==> src/smsr_pkg.sv <==
`timescale 1ns / 1ps
// ----------------------------------------------------------------------------
// smsr_pkg
// Shared types, constants and the generator step for the shuffled
// minimal-standard generator.
// ----------------------------------------------------------------------------
package smsr_pkg;

   localparam int VALUE_W = 31;
   localparam int WARMUP  = 8;

   localparam logic [14:0]        LCG_MUL = 15'd16807;
   localparam logic [VALUE_W-1:0] LCG_MOD = 31'h7FFF_FFFF;

   // controller -> datapath
   typedef struct packed {
      logic init_load;     // load generator with starting seed, arm step counter
      logic init_use_seed; // 1: seed register, 0: constant one
      logic init_step;     // one initialization step, fills table tail
      logic init_finish;   // previous output <- final initialization value
      logic tbl_read;      // read table at computed slot
      logic lcg_step;      // advance generator for the draw
      logic commit;        // swap table entry, load result register
   } ctrl_cmd_type;

   // datapath -> controller
   typedef struct packed {
      logic need_init;     // previous output is zero: never initialized
      logic cnt_zero;      // initialization step counter has run out
   } dp_status_type;

   // x * 16807 mod (2^31 - 1), folded with the Mersenne identity
   function automatic logic [VALUE_W-1:0] lcg_next(input logic [VALUE_W-1:0] x);
      logic [45:0] prod;
      logic [31:0] sum;
      prod = 46'(x) * 46'(LCG_MUL);
      sum  = 32'(prod[45:31]) + 32'(prod[30:0]);
      if (sum >= 32'(LCG_MOD)) begin
         sum = sum - 32'(LCG_MOD);
      end
      return sum[VALUE_W-1:0];
   endfunction

endpackage

==> src/smsr_ram.sv <==
`timescale 1ns / 1ps
// ----------------------------------------------------------------------------
// smsr_ram
// Generic single-port-write, single-port-read RAM with registered read.
// ----------------------------------------------------------------------------
module smsr_ram #(
   parameter int WIDTH = 31,
   parameter int DEPTH = 32
) (
   input  logic                     clock,
   input  logic                     wr_en,
   input  logic [$clog2(DEPTH)-1:0] wr_addr,
   input  logic [WIDTH-1:0]         wr_data,
   input  logic                     rd_en,
   input  logic [$clog2(DEPTH)-1:0] rd_addr,
   output logic [WIDTH-1:0]         rd_data
);

   logic [WIDTH-1:0] mem_ff [DEPTH];
   logic [WIDTH-1:0] rd_data_ff;

   always_ff @(posedge clock) begin
      if (wr_en) begin
         mem_ff[wr_addr] <= wr_data;
      end
      if (rd_en) begin
         rd_data_ff <= mem_ff[rd_addr];
      end
   end

   assign rd_data = rd_data_ff;

endmodule

==> src/smsr_ctrl.sv <==
`timescale 1ns / 1ps
// ----------------------------------------------------------------------------
// smsr_ctrl
// Sequencer: initialization, table read and result commit.
// ----------------------------------------------------------------------------
module smsr_ctrl (
   input  logic                    clock,
   input  logic                    reset,
   input  logic                    req_valid,
   output logic                    req_ready,
   input  logic                    req_restart,
   output logic                    rsp_valid,
   input  logic                    rsp_ready,
   input  smsr_pkg::dp_status_type status,
   output smsr_pkg::ctrl_cmd_type  cmd
);
   import smsr_pkg::*;

   localparam logic [1:0] S_IDLE   = 2'd0;
   localparam logic [1:0] S_INIT   = 2'd1;
   localparam logic [1:0] S_READ   = 2'd2;
   localparam logic [1:0] S_COMMIT = 2'd3;

   logic [1:0] state_ff, state_in;
   logic       rsp_valid_ff, rsp_valid_in;

   always_comb begin
      state_in = state_ff;
      cmd      = '0;
      unique case (state_ff)
         S_IDLE: begin
            if (req_valid) begin
               if (req_restart) begin
                  cmd.init_load     = 1'b1;
                  cmd.init_use_seed = 1'b1;
                  state_in          = S_INIT;
               end else if (status.need_init) begin
                  cmd.init_load = 1'b1;
                  state_in      = S_INIT;
               end else begin
                  state_in = S_READ;
               end
            end
         end
         S_INIT: begin
            cmd.init_step = 1'b1;
            if (status.cnt_zero) begin
               cmd.init_finish = 1'b1;
               state_in        = S_READ;
            end
         end
         S_READ: begin
            cmd.tbl_read = 1'b1;
            cmd.lcg_step = 1'b1;
            state_in     = S_COMMIT;
         end
         S_COMMIT: begin
            if (!rsp_valid_ff || rsp_ready) begin
               cmd.commit = 1'b1;
               state_in   = S_IDLE;
            end
         end
         default: state_in = S_IDLE;
      endcase
   end

   always_comb begin
      if (cmd.commit) begin
         rsp_valid_in = 1'b1;
      end else if (rsp_ready) begin
         rsp_valid_in = 1'b0;
      end else begin
         rsp_valid_in = rsp_valid_ff;
      end
   end

   always_ff @(posedge clock) begin
      if (reset) begin
         state_ff     <= S_IDLE;
         rsp_valid_ff <= 1'b0;
      end else begin
         state_ff     <= state_in;
         rsp_valid_ff <= rsp_valid_in;
      end
   end

   assign req_ready = (state_ff == S_IDLE);
   assign rsp_valid = rsp_valid_ff;

endmodule

==> src/smsr_dpath.sv <==
`timescale 1ns / 1ps
// ----------------------------------------------------------------------------
// smsr_dpath
// Generator register, seed register, slot decode, shuffle table and
// result register.
// ----------------------------------------------------------------------------
module smsr_dpath #(
   parameter int TABLE_DEPTH = 32
) (
   input  logic                          clock,
   input  logic                          reset,
   input  logic                          csr_we,
   input  logic [smsr_pkg::VALUE_W-1:0]  csr_wdata,
   input  smsr_pkg::ctrl_cmd_type        cmd,
   output smsr_pkg::dp_status_type       status,
   output logic [smsr_pkg::VALUE_W-1:0]  rsp_value
);
   import smsr_pkg::*;

   localparam int AW = $clog2(TABLE_DEPTH);
   localparam int CW = $clog2(TABLE_DEPTH + WARMUP);
   localparam logic [CW-1:0] INIT_LAST = CW'(TABLE_DEPTH + WARMUP - 1);
   localparam logic [63:0]   SLOT_DIV  =
      64'd1 + (64'(LCG_MOD) - 64'd1) / 64'(TABLE_DEPTH);

   logic [VALUE_W-1:0] seed_ff, seed_in;
   logic [VALUE_W-1:0] lcg_ff, lcg_in;
   logic [VALUE_W-1:0] last_ff, last_in;
   logic [CW-1:0]      cnt_ff, cnt_in;
   logic [VALUE_W-1:0] out_ff, out_in;

   logic [VALUE_W-1:0] seed_eff;
   logic [VALUE_W-1:0] lcg_step_val;
   logic [TABLE_DEPTH:1] above;
   logic [AW-1:0]      slot;
   logic               tbl_we;
   logic [AW-1:0]      tbl_waddr;
   logic [VALUE_W-1:0] tbl_wdata;
   logic [VALUE_W-1:0] tbl_rdata;

   // zero and the modulus itself both fold to one
   assign seed_eff = ((seed_ff == '0) || (seed_ff == LCG_MOD)) ? VALUE_W'(1) : seed_ff;
   assign lcg_step_val = lcg_next(lcg_ff);

   assign seed_in = csr_we ? csr_wdata : seed_ff;

   always_comb begin
      lcg_in = lcg_ff;
      if (cmd.init_load) begin
         lcg_in = cmd.init_use_seed ? seed_eff : VALUE_W'(1);
      end else if (cmd.init_step || cmd.lcg_step) begin
         lcg_in = lcg_step_val;
      end
   end

   always_comb begin
      last_in = last_ff;
      if (cmd.init_finish) begin
         last_in = lcg_step_val;
      end else if (cmd.commit) begin
         last_in = tbl_rdata;
      end
   end

   always_comb begin
      cnt_in = cnt_ff;
      if (cmd.init_load) begin
         cnt_in = INIT_LAST;
      end else if (cmd.init_step) begin
         cnt_in = cnt_ff - CW'(1);
      end
   end

   // slot = previous output / stride, clamped to the last slot: compare
   // against every stride multiple in parallel, the top one passed wins
   always_comb begin
      above = '0;
      for (int k = 1; k < TABLE_DEPTH; k++) begin
         above[k] = (64'(last_ff) >= 64'(k) * SLOT_DIV);
      end
   end

   always_comb begin
      slot = '0;
      for (int k = 1; k < TABLE_DEPTH; k++) begin
         if (above[k] && !above[k+1]) begin
            slot = slot | AW'(k);
         end
      end
   end

   always_comb begin
      if (cmd.commit) begin
         tbl_we    = 1'b1;
         tbl_waddr = slot;
         tbl_wdata = lcg_ff;
      end else begin
         tbl_we    = cmd.init_step && (cnt_ff < CW'(TABLE_DEPTH));
         tbl_waddr = cnt_ff[AW-1:0];
         tbl_wdata = lcg_step_val;
      end
   end

   assign out_in = cmd.commit ? tbl_rdata : out_ff;

   smsr_ram #(
      .WIDTH (VALUE_W),
      .DEPTH (TABLE_DEPTH)
   ) u_table (
      .clock   (clock),
      .wr_en   (tbl_we),
      .wr_addr (tbl_waddr),
      .wr_data (tbl_wdata),
      .rd_en   (cmd.tbl_read),
      .rd_addr (slot),
      .rd_data (tbl_rdata)
   );

   always_ff @(posedge clock) begin
      if (reset) begin
         seed_ff <= VALUE_W'(1);
         last_ff <= '0;
         lcg_ff  <= '0;
         cnt_ff  <= '0;
      end else begin
         seed_ff <= seed_in;
         last_ff <= last_in;
         lcg_ff  <= lcg_in;
         cnt_ff  <= cnt_in;
      end
   end

   always_ff @(posedge clock) begin
      out_ff <= out_in;
   end

   assign status.need_init = (last_ff == '0);
   assign status.cnt_zero  = (cnt_ff == '0);
   assign rsp_value        = out_ff;

endmodule

==> src/shuffled_minimal_standard_rng.sv <==
`timescale 1ns / 1ps
// Plain draw: one table read, then the commit into the result register; the
//   commit waits while an earlier result is still held and not yet taken.
// Init draw (first after reset, or restart): TABLE_DEPTH + 8 generator steps first.
// A new request is taken only after the previous item commits; the result
//   register lets the next item start while a result waits.
// Reset (synchronous, active high): seed = 1, table marked uninitialized.
// ----------------------------------------------------------------------------
// shuffled_minimal_standard_rng
// Park-Miller minimal-standard generator behind a Bays-Durham shuffle table.
// ----------------------------------------------------------------------------
module shuffled_minimal_standard_rng #(
   parameter int TABLE_DEPTH = 32
) (
   input  logic                         clock,
   input  logic                         reset,
   // draw requests
   input  logic                         req_valid,
   output logic                         req_ready,
   input  logic                         req_restart,
   // results
   output logic                         rsp_valid,
   input  logic                         rsp_ready,
   output logic [smsr_pkg::VALUE_W-1:0] rsp_value,
   // seed register write
   input  logic                         csr_we,
   input  logic [smsr_pkg::VALUE_W-1:0] csr_wdata
);
   import smsr_pkg::*;

   // Controller sequences each item:
   //   idle -> (init: TABLE_DEPTH+8 generator steps, last TABLE_DEPTH fill
   //   the table from the top slot down) -> table read -> commit (swap
   //   slot, load result).
   // The generator step is an exact constant multiply folded mod 2^31-1.
   ctrl_cmd_type  cmd;
   dp_status_type status;

   smsr_ctrl u_ctrl (
      .clock       (clock),
      .reset       (reset),
      .req_valid   (req_valid),
      .req_ready   (req_ready),
      .req_restart (req_restart),
      .rsp_valid   (rsp_valid),
      .rsp_ready   (rsp_ready),
      .status      (status),
      .cmd         (cmd)
   );

   // Datapath: seed register is writable at any time; the slot is the
   // previous output divided by the table stride, clamped to the last slot.
   smsr_dpath #(
      .TABLE_DEPTH (TABLE_DEPTH)
   ) u_dpath (
      .clock     (clock),
      .reset     (reset),
      .csr_we    (csr_we),
      .csr_wdata (csr_wdata),
      .cmd       (cmd),
      .status    (status),
      .rsp_value (rsp_value)
   );

endmodule

==> config.mk <==
export PLATFORM = sky130hd
export DESIGN_NAME = shuffled_minimal_standard_rng
export DESIGN_NICKNAME = d
export VERILOG_FILES = /design/src/smsr_pkg.sv /design/src/smsr_ram.sv /design/src/smsr_ctrl.sv /design/src/smsr_dpath.sv /design/src/shuffled_minimal_standard_rng.sv
export SDC_FILE = /design/constraint.sdc
export NUM_CORES = 2
export LEC_CHECK = 0
export BUFFER_PORTS_ARGS = -buffer_cell sky130_fd_sc_hd__buf_2
export CORE_AREA = 2 2 371 373
export CTS_BUF_LIST = sky130_fd_sc_hd__clkbuf_16
export DETAILED_ROUTE_END_ITERATION = 8
export DIE_AREA = 0 0 373 375
export HOLD_SLACK_MARGIN = 0.05
export MAX_ROUTING_LAYER = met4
export SETUP_SLACK_MARGIN = 0.5
export SKIP_LAST_GASP = 1
export SLEW_MARGIN = 0
export SYNTH_ARGS = -nofsm -noshare
export SYNTH_HDL_FRONTEND = slang
export SYNTH_SLANG_ARGS = --single-unit
==> constraint.sdc <==
create_clock -name clock -period 14.15 [get_ports clock]
set_input_delay 1.415 -clock clock [delete_from_list [all_inputs] [get_ports clock]]
set_output_delay 1.415 -clock clock [all_outputs]
set_load 0.01 [all_outputs]
==> metrics <==
Worst R2R Setup Slack=1.33 ns; post-detail-place hpwl=95000 µm; Clock Sinks=about 1200; Final setup viols=0; DRC Markers=0; largest buffer count on any clock path=3; status=complete, no violations; Worst setup EP type=flop; clk slew on worst S/H paths=~0.080 ns; Worst EP required=14.60 ns; MaxCap Viol Count=0; CTS tree=done; layout cell share with drive strength beyond 1=0.2191; leading cell type in the layout, fill and taps excluded=edfxtp_1; final net count=~3800; Die ar.=139900 µm²; largest net degree at the start of global routing=83; CTS HTree Levels=3; CTS Root Cell=clkbuf_16; commonest cells after routing, fill and taps aside=1054 x edfxtp_1, 324 x inv_1, 310 x mux4_2; Core Box Area=136300 µm²; Routed Wire Length=153800 µm; Tightest Hold Check Type=reg2reg; Clock Latency Late Sink=0.77 ns; die width=373 µm; Post-synth ARST share=0; final setup TNS=0 ns; Initial Util=0.3970; net count after synthesis=about 3700; worst slew pin tran=1.239 ns; CP max FO=32; Startpoint Class=flop; Hold Fails Final Rpt=0; Die Ht=between 300 and 400 µm; cell area after synthesis=54110 µm²; fmax=around 78 MHz; cells after synthesis=3317; ys flop type=edfxtp_1; Worst Skew=0.07580 ns; vias in the first global route=30400; CP peak stage delay=0.69 ns; n_diodes=0; Via density=5.753; flops & latches, synth=roughly 1200; Final Critical Period=12.82 ns; GPL Wtd Cong=0.9955; Arr. time, crit path=13.27 ns; number of routed nets with antenna violations=0; TritonRoute pass-1 iters=6; number of CTS-inserted buffers=117; Post-synth EDFFs=1054; area delta synth->final=13.16%; via count=30800; Seq/Total Area, Yosys=0.6227; fin. max-slew vios=0; Yosys cell types=89; initial DRC count=3396; GR Util All Layers=0.2268; slowest CP cell=xnor2_1; initial antenna violation count=3; number of I/O port buffers=69; GRT Residual Overflow=0; mean post-synth cell area=16.31 µm²; CP Class=reg2reg; num ports=70; global-route wire length before repair=between 200000 and 250000 µm; wire per inst=28.73 µm; Ys Warns=0; Slew HR=0.1738; fin crit share=0.9063; Std-Cell Rows=approximately 140; RSZ-0062 raised after global routing=false; # fillers=11760
==> kinds of logic after synthesis <==
| family | share of synthesized area |
|---|---|
| adder cells (fa/ha/maj) | 0.09768 |
| AND/OR/NAND/NOR | 0.04821 |
| multiplexers | 0.1421 |
| buffers and inverters | 0.03143 |
| XOR/XNOR | 0.01374 |
| AO/OA/AOI/OAI | 0.04412 |
| flip-flops | 0.6227 |
==> routing by layer <==
layer	GRT usage	vias up	part of all wire
met4	0.04464	0	0.019
met1	0.3233	16330	0.44
li1	-	13030	-
met3	0.03793	213	0.076
met2	0.3455	1225	0.47
met5	-	-	0
==> state kept, by name, summed over array words and instances (netlist names) <==
register and flops:
u_ctrl.rsp_valid 1, u_dpath.u_table.rd_data 31, u_dpath.u_table.mem_ff 992, u_dpath.seed_ff 31, u_dpath.cnt_ff 6, u_ctrl.state_ff 2, u_dpath.rsp_value 31, u_dpath.last_ff 31
u_dpath.lcg_ff 31
==> layout make-up <==
| type | instances | area (µm²) | area share |
|---|---|---|---|
| Clock inverter | 104 | 974.7 | 0.01592 |
| Tap cell | 1794 | 2245 | 0.03666 |
| Timing Repair Buffer | 163 | 1076 | 0.01757 |
| Multi-Input combinational cell | 1715 | 19130 | 0.3124 |
| Inverter | 304 | 1144 | 0.01868 |
| Sequential cell | 1156 | 33710 | 0.5505 |
| Clock buffer | 118 | 2953 | 0.04823 |
==> through the flow <==
stage / instances / utilization / hold slack, ns / worst slack [ns] / instance area, µm²
after detailed placement: 5132 / 0.4203 / 0.4647 / 1.376 / 57290
after global routing: 5354 / 0.4492 / 0.4906 / 0.6127 / 61230
after CTS: 5354 / 0.4492 / 0.4782 / 1.296 / 61220
final: 5354 / 0.4492 / 0.4745 / 1.326 / 61230
after global placement: 5132 / 0.4203 / 0.4388 / 1.369 / 57290
after floorplan: 3317 / - / 0.4262 / 3.102 / 54110
==> cell usage after synthesis, types with 10 or more instances <==
library cell / instances / share of area
nand2b_1: 12 / 0.0014
mux2i_1: 36 / 0.0067
xor2_1: 28 / 0.0045
or3_1: 10 / 0.0012
nand2_1: 184 / 0.013
mux2_2: 31 / 0.0065
dfxtp_1: 102 / 0.038
ha_1: 208 / 0.048
and2_1: 12 / 0.0014
a211oi_1: 13 / 0.0018
and3_1: 11 / 0.0013
nand3_1: 58 / 0.0054
o21ai_0: 67 / 0.0062
nor2_1: 157 / 0.011
a31oi_1: 17 / 0.0020
o211ai_1: 10 / 0.0014
fa_1: 134 / 0.050
buf_1: 25 / 0.0017
nand4_1: 25 / 0.0029
nor4_1: 23 / 0.0027
a21oi_1: 108 / 0.010
edfxtp_1: 1054 / 0.58
inv_1: 303 / 0.021
clkbuf_1: 108 / 0.0075
a221oi_1: 13 / 0.0021
mux4_2: 310 / 0.13
a21o_1: 26 / 0.0036
nor3_1: 18 / 0.0017
a311oi_1: 10 / 0.0016
xnor2_1: 55 / 0.0089
==> worst paths after layout <==
path | from | endpoint | cells past startpoint
setup / recovery | u_dpath.lcg_ff[15]$_SDFFE_PP0P_ | u_dpath.u_table.mem_ff[16][14]$_DFFE_PP_ | 39
hold / removal | u_dpath.u_table.rd_data[5]$_DFFE_PP_ | u_dpath.rsp_value[5]$_DFFE_PP_ | 0
setup reg to reg | u_dpath.lcg_ff[15]$_SDFFE_PP0P_ | u_dpath.u_table.mem_ff[16][14]$_DFFE_PP_ | 39
hold reg to reg | u_dpath.u_table.rd_data[5]$_DFFE_PP_ | u_dpath.rsp_value[5]$_DFFE_PP_ | 0
==> worst max-delay path: cells and delay by family, from the launching register on <==
kind / cells / cell delay, ns
flops: 1 / 0.52
fa+ha+maj: 8 / 3.70
buf+inv: 6 / 0.93
simple gates: 6 / 1.50
xor+xnor: 2 / 0.82
compound gates: 17 / 5.06
==> timing repair <==
item | in CTS | in global routing
endpoints found under the setup margin | 0 | 32
resized for setup | 0 | 1
setup buffers | 0 | 0
hold buffers | 0 | 0
Power is left out: the tool's default activity adds up to more than one toggle a clock period on the data nets, which glitch-free logic cannot reach.
